===== config.mk =====
export PLATFORM = sky130hd
export DESIGN_NAME = bxds_ctrl
export DESIGN_NICKNAME = d
export VERILOG_FILES = /design/src/hdl/bxds_pkg.sv /design/src/hdl/bxds_ctrl.sv
export SDC_FILE = /design/constraint.sdc
export NUM_CORES = 1
export LEC_CHECK = 0
export ABC_CLOCK_PERIOD_IN_PS = 3300
export BUFFER_PORTS_ARGS = -buffer_cell sky130_fd_sc_hd__buf_2
export CAP_MARGIN = 20
export CORE_AREA = 2 2 39 41
export CTS_BUF_LIST = sky130_fd_sc_hd__clkbuf_8
export DETAILED_ROUTE_END_ITERATION = 6
export DIE_AREA = 0 0 41 43
export PLACE_DENSITY = 0.52
export SLEW_MARGIN = 20
export SYNTH_ARGS = -nofsm -noshare
export SYNTH_HDL_FRONTEND = slang
export SYNTH_SLANG_ARGS = --single-unit

===== constraint.sdc =====
create_clock -name clk -period 3.3 [get_ports clk]
set_input_delay 0.495 -clock clk [delete_from_list [all_inputs] [get_ports clk]]
set_output_delay 0.495 -clock clk [all_outputs]
set_load 0.005 [all_outputs]

===== src/hdl/bxds_pkg.sv =====
package bxds_pkg;

  localparam int MAX_WIDTH  = 1024;
  localparam int MAX_HEIGHT = 4096;
  localparam int MAX_FACTOR = 16;

  localparam int PIX_W  = 8;
  localparam int SUM_W  = 16;
  localparam int COL_W  = $clog2(MAX_WIDTH);
  localparam int ROW_W  = $clog2(MAX_HEIGHT);
  localparam int LW_W   = COL_W + 1;
  localparam int FAC_W  = $clog2(MAX_FACTOR) + 1;
  localparam int CNT_W  = FAC_W - 1;
  localparam int AREA_W = 2 * FAC_W;
  localparam int END_W  = COL_W + FAC_W + 2;

  localparam int DIV_STEPS = SUM_W;
  localparam int DCNT_W    = $clog2(DIV_STEPS);

  localparam int CFG_IDX_W = 2;
  localparam int CFG_W     = LW_W;
  localparam logic [CFG_IDX_W-1:0] CFG_LINE_WIDTH = CFG_IDX_W'(0);
  localparam logic [CFG_IDX_W-1:0] CFG_FACTOR     = CFG_IDX_W'(1);

  localparam logic [LW_W-1:0]  LINE_WIDTH_RESET = LW_W'(1024);
  localparam logic [FAC_W-1:0] FACTOR_RESET     = FAC_W'(2);

  typedef struct packed {
    logic load;
    logic acc;
    logic div_step;
    logic out_load;
  } ctrl_cmd_t;

  typedef struct packed {
    logic emit;
    logic out_free;
  } dp_stat_t;

endpackage


===== src/hdl/bxds_ctrl.sv =====
module bxds_ctrl (
  input  logic                 clk,
  input  logic                 rst_n,
  input  logic                 in_valid,
  output logic                 in_ready,
  input  bxds_pkg::dp_stat_t   stat,
  output bxds_pkg::ctrl_cmd_t  cmd
);

  localparam logic [1:0] S_IDLE = 2'd0;
  localparam logic [1:0] S_ACC  = 2'd1;
  localparam logic [1:0] S_DIV  = 2'd2;
  localparam logic [1:0] S_OUT  = 2'd3;

  logic [1:0]                  state_r, state_nxt;
  logic [bxds_pkg::DCNT_W-1:0] cnt_r, cnt_nxt;

  assign in_ready = (state_r == S_IDLE);

  always_comb begin
    cmd       = '0;
    state_nxt = state_r;
    cnt_nxt   = cnt_r;
    case (state_r)
      S_IDLE: begin
        if (in_valid) begin
          cmd.load  = 1'b1;
          state_nxt = S_ACC;
        end
      end
      S_ACC: begin
        cmd.acc   = 1'b1;
        cnt_nxt   = '0;
        state_nxt = stat.emit ? S_DIV : S_IDLE;
      end
      S_DIV: begin
        cmd.div_step = 1'b1;
        cnt_nxt      = cnt_r + 1'b1;
        if (cnt_r == bxds_pkg::DCNT_W'(bxds_pkg::DIV_STEPS - 1)) begin
          state_nxt = S_OUT;
        end
      end
      S_OUT: begin
        if (stat.out_free) begin
          cmd.out_load = 1'b1;
          state_nxt    = S_IDLE;
        end
      end
      default: begin
        state_nxt = S_IDLE;
      end
    endcase
  end

  always_ff @(posedge clk) begin
    if (!rst_n) begin
      state_r <= S_IDLE;
      cnt_r   <= '0;
    end else begin
      state_r <= state_nxt;
      cnt_r   <= cnt_nxt;
    end
  end

endmodule


==> impl_metrics.env, run 1 <==
export IMPL_skew_ns=0.00640
export IMPL_met1_usage_pct=11.6
export IMPL_synth_edf_count=0
export IMPL_initial_utilization_pct=28.8
export IMPL_yosysMostFrequentCell="dfxtp_1"
export IMPL_clkTransAtPathRegs_ns=0.04
export IMPL_timing_hold_ws_ns=0.498
export IMPL_viasPerCell=4.68
export IMPL_overflow=0
export IMPL_clockBufferDepth=2
export IMPL_slew_violations=0
export IMPL_cts_hold_fix_buffers=0
export IMPL_slowest_stage="ha_1"
export IMPL_outcome="finished clean"
export IMPL_routed_wl_um=734
export IMPL_coreArea_mm2=0.00138
export IMPL_clkLatencyLatePin_ns=0.22
export IMPL_yosysSeqAreaShare_pct=30.1
export IMPL_grt_busiest_layer="met2"
export IMPL_drtIter0Drc=0
export IMPL_ys_flop_type="dfxtp_1"
export IMPL_vdd_drop_max_v=0.000280
export IMPL_cts_sink_count=6
export IMPL_grtUsageTotal_pct=10.7
export IMPL_p_per_area_mw_per_mm2=449
export IMPL_n_antenna_cell=0
export IMPL_grt_pass1_wl_mm=1.24
export IMPL_grt_antenna_before_repair=0
export IMPL_maxSlewHeadroom_pct=76.9
export IMPL_worstSetupPathType="flop to primary output"
export IMPL_drv_cap=0
export IMPL_setup_viol=0
export IMPL_p_leak_nw=0.203
export IMPL_drc_errors=0
export IMPL_syn_to_final_growth_pct=26.6
export IMPL_ioPinCount=10
export IMPL_synth_top_area_share_pct=30.1
export IMPL_rsz0062_at_grt="false"
export IMPL_hpwl_um=540
export IMPL_syn_area_um2=399
export IMPL_tightest_slew_ns=0.346
export IMPL_row_count=14
export IMPL_netlist_instances=41
export IMPL_numCtsBuffers=3
export IMPL_synth_distinct_cells=19
export IMPL_holdCritPathClass="flop to flop"
export IMPL_cp_startpoint="state_r[0]"
export IMPL_yosys_top_cells_count="dfxtp_1, ha_1"
export IMPL_num_vias=323
export IMPL_port_buffers=9
export IMPL_die_area_mm2=0.00176
export IMPL_cts_root_buf="clkbuf_8"
export IMPL_die_x_um=41
export IMPL_crit_required_ns=2.80
export IMPL_grt_pass1_vias=309
export IMPL_timing_final_ws_setup_ns=1.54
export IMPL_worstSetupStartpointType="flop"
export IMPL_cpPeakStageDelay_ns=0.38
export IMPL_hp_start="cnt_r[1]"
export IMPL_post_cts_buffers=0
export IMPL_place_ws_ns=1.77
export IMPL_timing_final_crit_share_pct=53.4
export IMPL_synth_seq_cells=6
export IMPL_chipHeight_um=43
export IMPL_setup_tns_ns=0
export IMPL_drtAntennaViolNets=0
export IMPL_met2_usage_pct=16.3
export IMPL_fmax_mhz=568
export IMPL_cts_resized=0
export IMPL_routedWlPerCell_um=10.6
export IMPL_layout_min_cycle_time_ns=1.76
export IMPL_use_met3_pct=4.71
export IMPL_gp_congestion=0.686
export IMPL_synth_net_count=51
export IMPL_fill_cells=143
export IMPL_tritoncts="yes"
export IMPL_worstSetupEndpointType="primary output"
export IMPL_hold_viol=0
export IMPL_path_cells="inv_1, ha_1, buf_2"
export IMPL_synth_area_leader_cell="dfxtp_1"
export IMPL_synthTopCellsByArea="dfxtp_1, ha_1, a2111oi_4"
export IMPL_htreeDepth=1
export IMPL_r2r_start="state_r[0]"
export IMPL_avgSynthCellArea_um2=9.73
export IMPL_async_reset_ff_share_pct=0
export IMPL_cp_max_fo=9
export IMPL_critPathArrivalTime_ns=1.27
export IMPL_grt_max_degree=10
export IMPL_dr_pass1_iters=1
export IMPL_nNetsFinal=65
export IMPL_ys_warn_count=0
export IMPL_drive_above_1_share_pct=26.4
metrics by stage:
| step | total power, mW | area (um^2) | instances | util (%) |
|---|---|---|---|---|
| floorplan | 0.103 | 399 | 41 | - |
| CTS | 0.229 | 505 | 69 | 36.5 |
| detailed placement | 0.116 | 464 | 66 | 33.5 |
| finish | 0.227 | 505 | 69 | 36.5 |
| global route | 0.239 | 505 | 69 | 36.5 |
| global placement | 0.116 | 464 | 66 | 33.5 |
cell usage in the layout (no fill, tap or decap), drive strengths merged:
cell	Yosys	layout
o31a	2	2
and3	1	1
clkbuf	0	3
a211oi	1	1
nand3	4	4
nand2	2	2
inv	2	2
a21boi	3	3
nand3b	1	1
and2	2	2
buf	0	9
a2111oi	1	1
nand2b	3	3
nor3b	1	1
o21a	2	2
mux2i	1	1
nor2b	3	3
dfxtp	6	6
ha	5	5
nor3	1	1
worst max-delay path, delay by kind of cell (launching register included):
family | cells | cell delay, ns
buffers and inverters | 2 | 0.32
DFF | 1 | 0.33
adders and majority gates | 1 | 0.38
final timing paths:
kind	end	slack (ns)	depth (start not counted)
worst min register to register	cnt_r[1]	0.50	2
worst min-delay path	cnt_r[1]	0.50	2
worst max register to register	flop	1.82	5
worst max-delay path	cmd[1]	1.54	3
layer usage:
layer / vias to the layer above / part of all wire (%)
li1: 170 / -
met1: 143 / 51
met2: 8 / 43
met3: 2 / 5.0
met4: 0 / 1.1
met5: - / 0
cells by family (layout without fill, tap and decap cells):
family | Yosys count | count (layout) | share of synthesized area [%]
buffers and inverters | 2 | 14 | 1.88
AOI/OAI and AO/OA | 9 | 9 | 22.6
and+or+nand+nor | 18 | 18 | 27.3
muxes | 1 | 1 | 2.51
adders and majority gates | 5 | 5 | 15.7
DFF | 6 | 6 | 30.1
layout make-up:
type / instances / area, um^2 / share of cell area [%]
Clock buffer: 3 / 41.3 / 8.17
Inverter: 2 / 7.51 / 1.49
Multi-Input combinational cell: 33 / 272 / 53.7
Sequential cell: 6 / 120 / 23.8
Tap cell: 16 / 20.0 / 3.96
Timing Repair Buffer: 9 / 45.0 / 8.91
power by group:
part | internal (mW) | switching, mW | total (mW)
clock | 0.0786 | 0.0334 | 0.112
sequential | 0.0753 | 0.00243 | 0.0777
combinational | 0.0183 | 0.0189 | 0.0372
Note: power is estimated with default switching activity, not from simulation.
==> inputs of run 2 (changes only) <==
Settings changed: ABC_AREA from default to 1, ABC_CLOCK_PERIOD_IN_PS 3300 to 1600.
Clock period 3.3 ns to 1.6 ns, I/O delays scaled along.
==> run 2 against run 1 <==
Effect of this change: power increased to 3.9 times the previous value; sequential power increased to 3.2 times the previous value; global-route usage decreased by 2.1 points; synthesized cell count increased by 22%; die area unchanged; cell area decreased by 4.7%; register-to-register slack got worse by 1.6 ns; setup slack got worse by 1.4 ns; critical path depth increased by 2; first-iteration DRC count increased by 6; largest cell class unchanged; highest routed layer is now met3.
==> impl_metrics.env, run 2 <==
export IMPL_ioPinCount=10
export IMPL_cts_sink_count=6
export IMPL_crit_family="flip-flops"
export IMPL_numCtsBuffers=3
export IMPL_synthTopCellsByArea="dfxtp_1, ha_1, nand2_1"
export IMPL_port_buffers=9
export IMPL_setup_viol=0
export IMPL_maxSlewHeadroom_pct=84.8
export IMPL_async_reset_ff_share_pct=0
export IMPL_yosys_top_cells_count="nand2_1, inv_1, dfxtp_1, ha_1, nor2_1"
export IMPL_clkLatencyLatePin_ns=0.22
export IMPL_post_cts_buffers=0
export IMPL_cts_resized=0
export IMPL_timing_hold_ws_ns=0.289
export IMPL_place_area_um2=440
export IMPL_layout_min_cycle_time_ns=1.41
export IMPL_die_x_um=41
export IMPL_routed_wl_um=657
export IMPL_hold_viol=0
export IMPL_gp_congestion=0.623
export IMPL_worstSetupEndpointType="primary output"
export IMPL_fmax_mhz=707
export IMPL_routedWlPerCell_um=8.42
export IMPL_path_cells="inv_1, ha_1, nand2_1, inv_1, buf_2"
export IMPL_synth_net_count=60
export IMPL_dr_pass1_iters=2
export IMPL_num_vias=324
export IMPL_clockBufferDepth=2
export IMPL_die_area_mm2=0.00176
export IMPL_grtUsageTotal_pct=8.55
export IMPL_overflow=0
export IMPL_finalInstanceArea_um2=482
export IMPL_timing_final_crit_share_pct=88.4
export IMPL_drv_cap=0
export IMPL_chipHeight_um=43
export IMPL_fin_util_pct=34.8
export IMPL_tightest_slew_ns=0.228
export IMPL_clkTransAtPathRegs_ns=0.03
export IMPL_drtIter0Drc=6
export IMPL_slew_violations=0
export IMPL_tritoncts="yes"
export IMPL_syn_area_um2=375
export IMPL_grt_antenna_before_repair=0
export IMPL_viasPerCell=4.15
export IMPL_yosysSeqAreaShare_pct=32.0
export IMPL_crit_required_ns=1.36
export IMPL_skew_ns=0.00139
export IMPL_synth_area_leader_cell="dfxtp_1"
export IMPL_drive_above_1_share_pct=30.6
export IMPL_n_antenna_cell=0
export IMPL_yosysMostFrequentCell="nand2_1"
export IMPL_final_cell_mix="nand2_1, buf_2, inv_1, dfxtp_1"
export IMPL_grt_max_degree=7
export IMPL_cts_root_buf="clkbuf_8"
export IMPL_rsz0062_at_grt="false"
export IMPL_ys_warn_count=0
export IMPL_path_common_cell="inv_1"
export IMPL_synth_seq_cells=6
export IMPL_cp_max_fo=5
export IMPL_drtAntennaViolNets=0
export IMPL_synth_distinct_cells=16
export IMPL_slowest_stage="dfxtp_1"
export IMPL_p_leak_nw=0.258
export IMPL_p_per_area_mw_per_mm2=1820
export IMPL_grt_pass1_wl_mm=1.04
export IMPL_coreArea_mm2=0.00138
export IMPL_critPathArrivalTime_ns=1.17
export IMPL_fin_cells=78
export IMPL_outcome="finished clean"
export IMPL_synth_edf_count=0
export IMPL_dp_cells=75
export IMPL_hpwl_um=534
export IMPL_netlist_instances=50
export IMPL_syn_to_final_growth_pct=28.3
export IMPL_setup_tns_ns=0
export IMPL_htreeDepth=1
export IMPL_final_common_cell="nand2_1"
export IMPL_row_count=14
export IMPL_nNetsFinal=74
export IMPL_ys_flop_type="dfxtp_1"
export IMPL_drc_errors=0
export IMPL_worstSetupStartpointType="flop"
export IMPL_timing_final_ws_setup_ns=0.186
export IMPL_vdd_drop_max_v=0.000941
export IMPL_initial_utilization_pct=27.1
export IMPL_synth_top_area_share_pct=32.0
export IMPL_grt_pass1_vias=280
export IMPL_place_ws_ns=0.216
export IMPL_avgSynthCellArea_um2=7.51
export IMPL_cpPeakStageDelay_ns=0.40
export IMPL_holdCritPathClass="primary input to flop"
export IMPL_worstSetupPathType="flop to primary output"
export IMPL_finalPower_uw=877
export IMPL_cts_hold_fix_buffers=0
export IMPL_worst_path_buf_inv=3
## run 2: kinds of logic (layout without fill, tap and decap cells)
| family | Yosys count | after routing | synth area share [%] |
|---|---|---|---|
| compound gates | 3 | 3 | 5.00 |
| xor+xnor | 2 | 2 | 4.67 |
| fa+ha+maj | 5 | 5 | 16.7 |
| buf+inv | 9 | 21 | 9.00 |
| flops | 6 | 6 | 32.0 |
| simple gates | 25 | 25 | 32.7 |
## run 2: power breakdown
| part | leakage [nW] | internal, mW | total, mW | switching [mW] |
|---|---|---|---|---|
| clock | 0.0216 | 0.161 | 0.219 | 0.0576 |
| sequential | 0.0490 | 0.200 | 0.246 | 0.0453 |
| combinational | 0.188 | 0.175 | 0.413 | 0.237 |
## run 2: final cells by class
cell class / count / area (um^2)
multi-input combinational: 35 / 221
inverter: 9 / 33.8
timing repair buffer: 9 / 45.0
tap: 16 / 20.0
fill: 147 / 902
clock buffer: 3 / 41.3
sequential: 6 / 120
## run 2: worst reg2reg max path, delay by kind of cell, from the launching register on
kind,cells,cell delay [ns]
DFF,1,0.40
buffers and inverters,2,0.20
and+or+nand+nor,1,0.08
AOI/OAI and AO/OA,1,0.22
adders and majority gates,1,0.39
## run 2: path summary, 6_finish.rpt
| kind | slack, ns | from | end | cells after the start |
|---|---|---|---|---|
| hold / removal | 0.29 | rst_n | flop | 3 |
| setup reg to reg | 0.19 | state_r[0] | cnt_r[0] | 5 |
| hold reg to reg | 0.52 | cnt_r[1] | cnt_r[1] | 2 |
| setup / recovery | 0.19 | state_r[0] | cmd[3] | 5 |
## run 2: per-layer routing
layer / wire (um) / vias up / track usage, % / share of wire [%]
li1: - / 179 / - / -
met1: 330 / 136 / 11.0 / 50
met2: 271 / 9 / 12.2 / 41
met3: 55 / 0 / 4.71 / 8.4
met4: 0 / 0 / 2.00 / 0
met5: 0 / - / 0 / 0
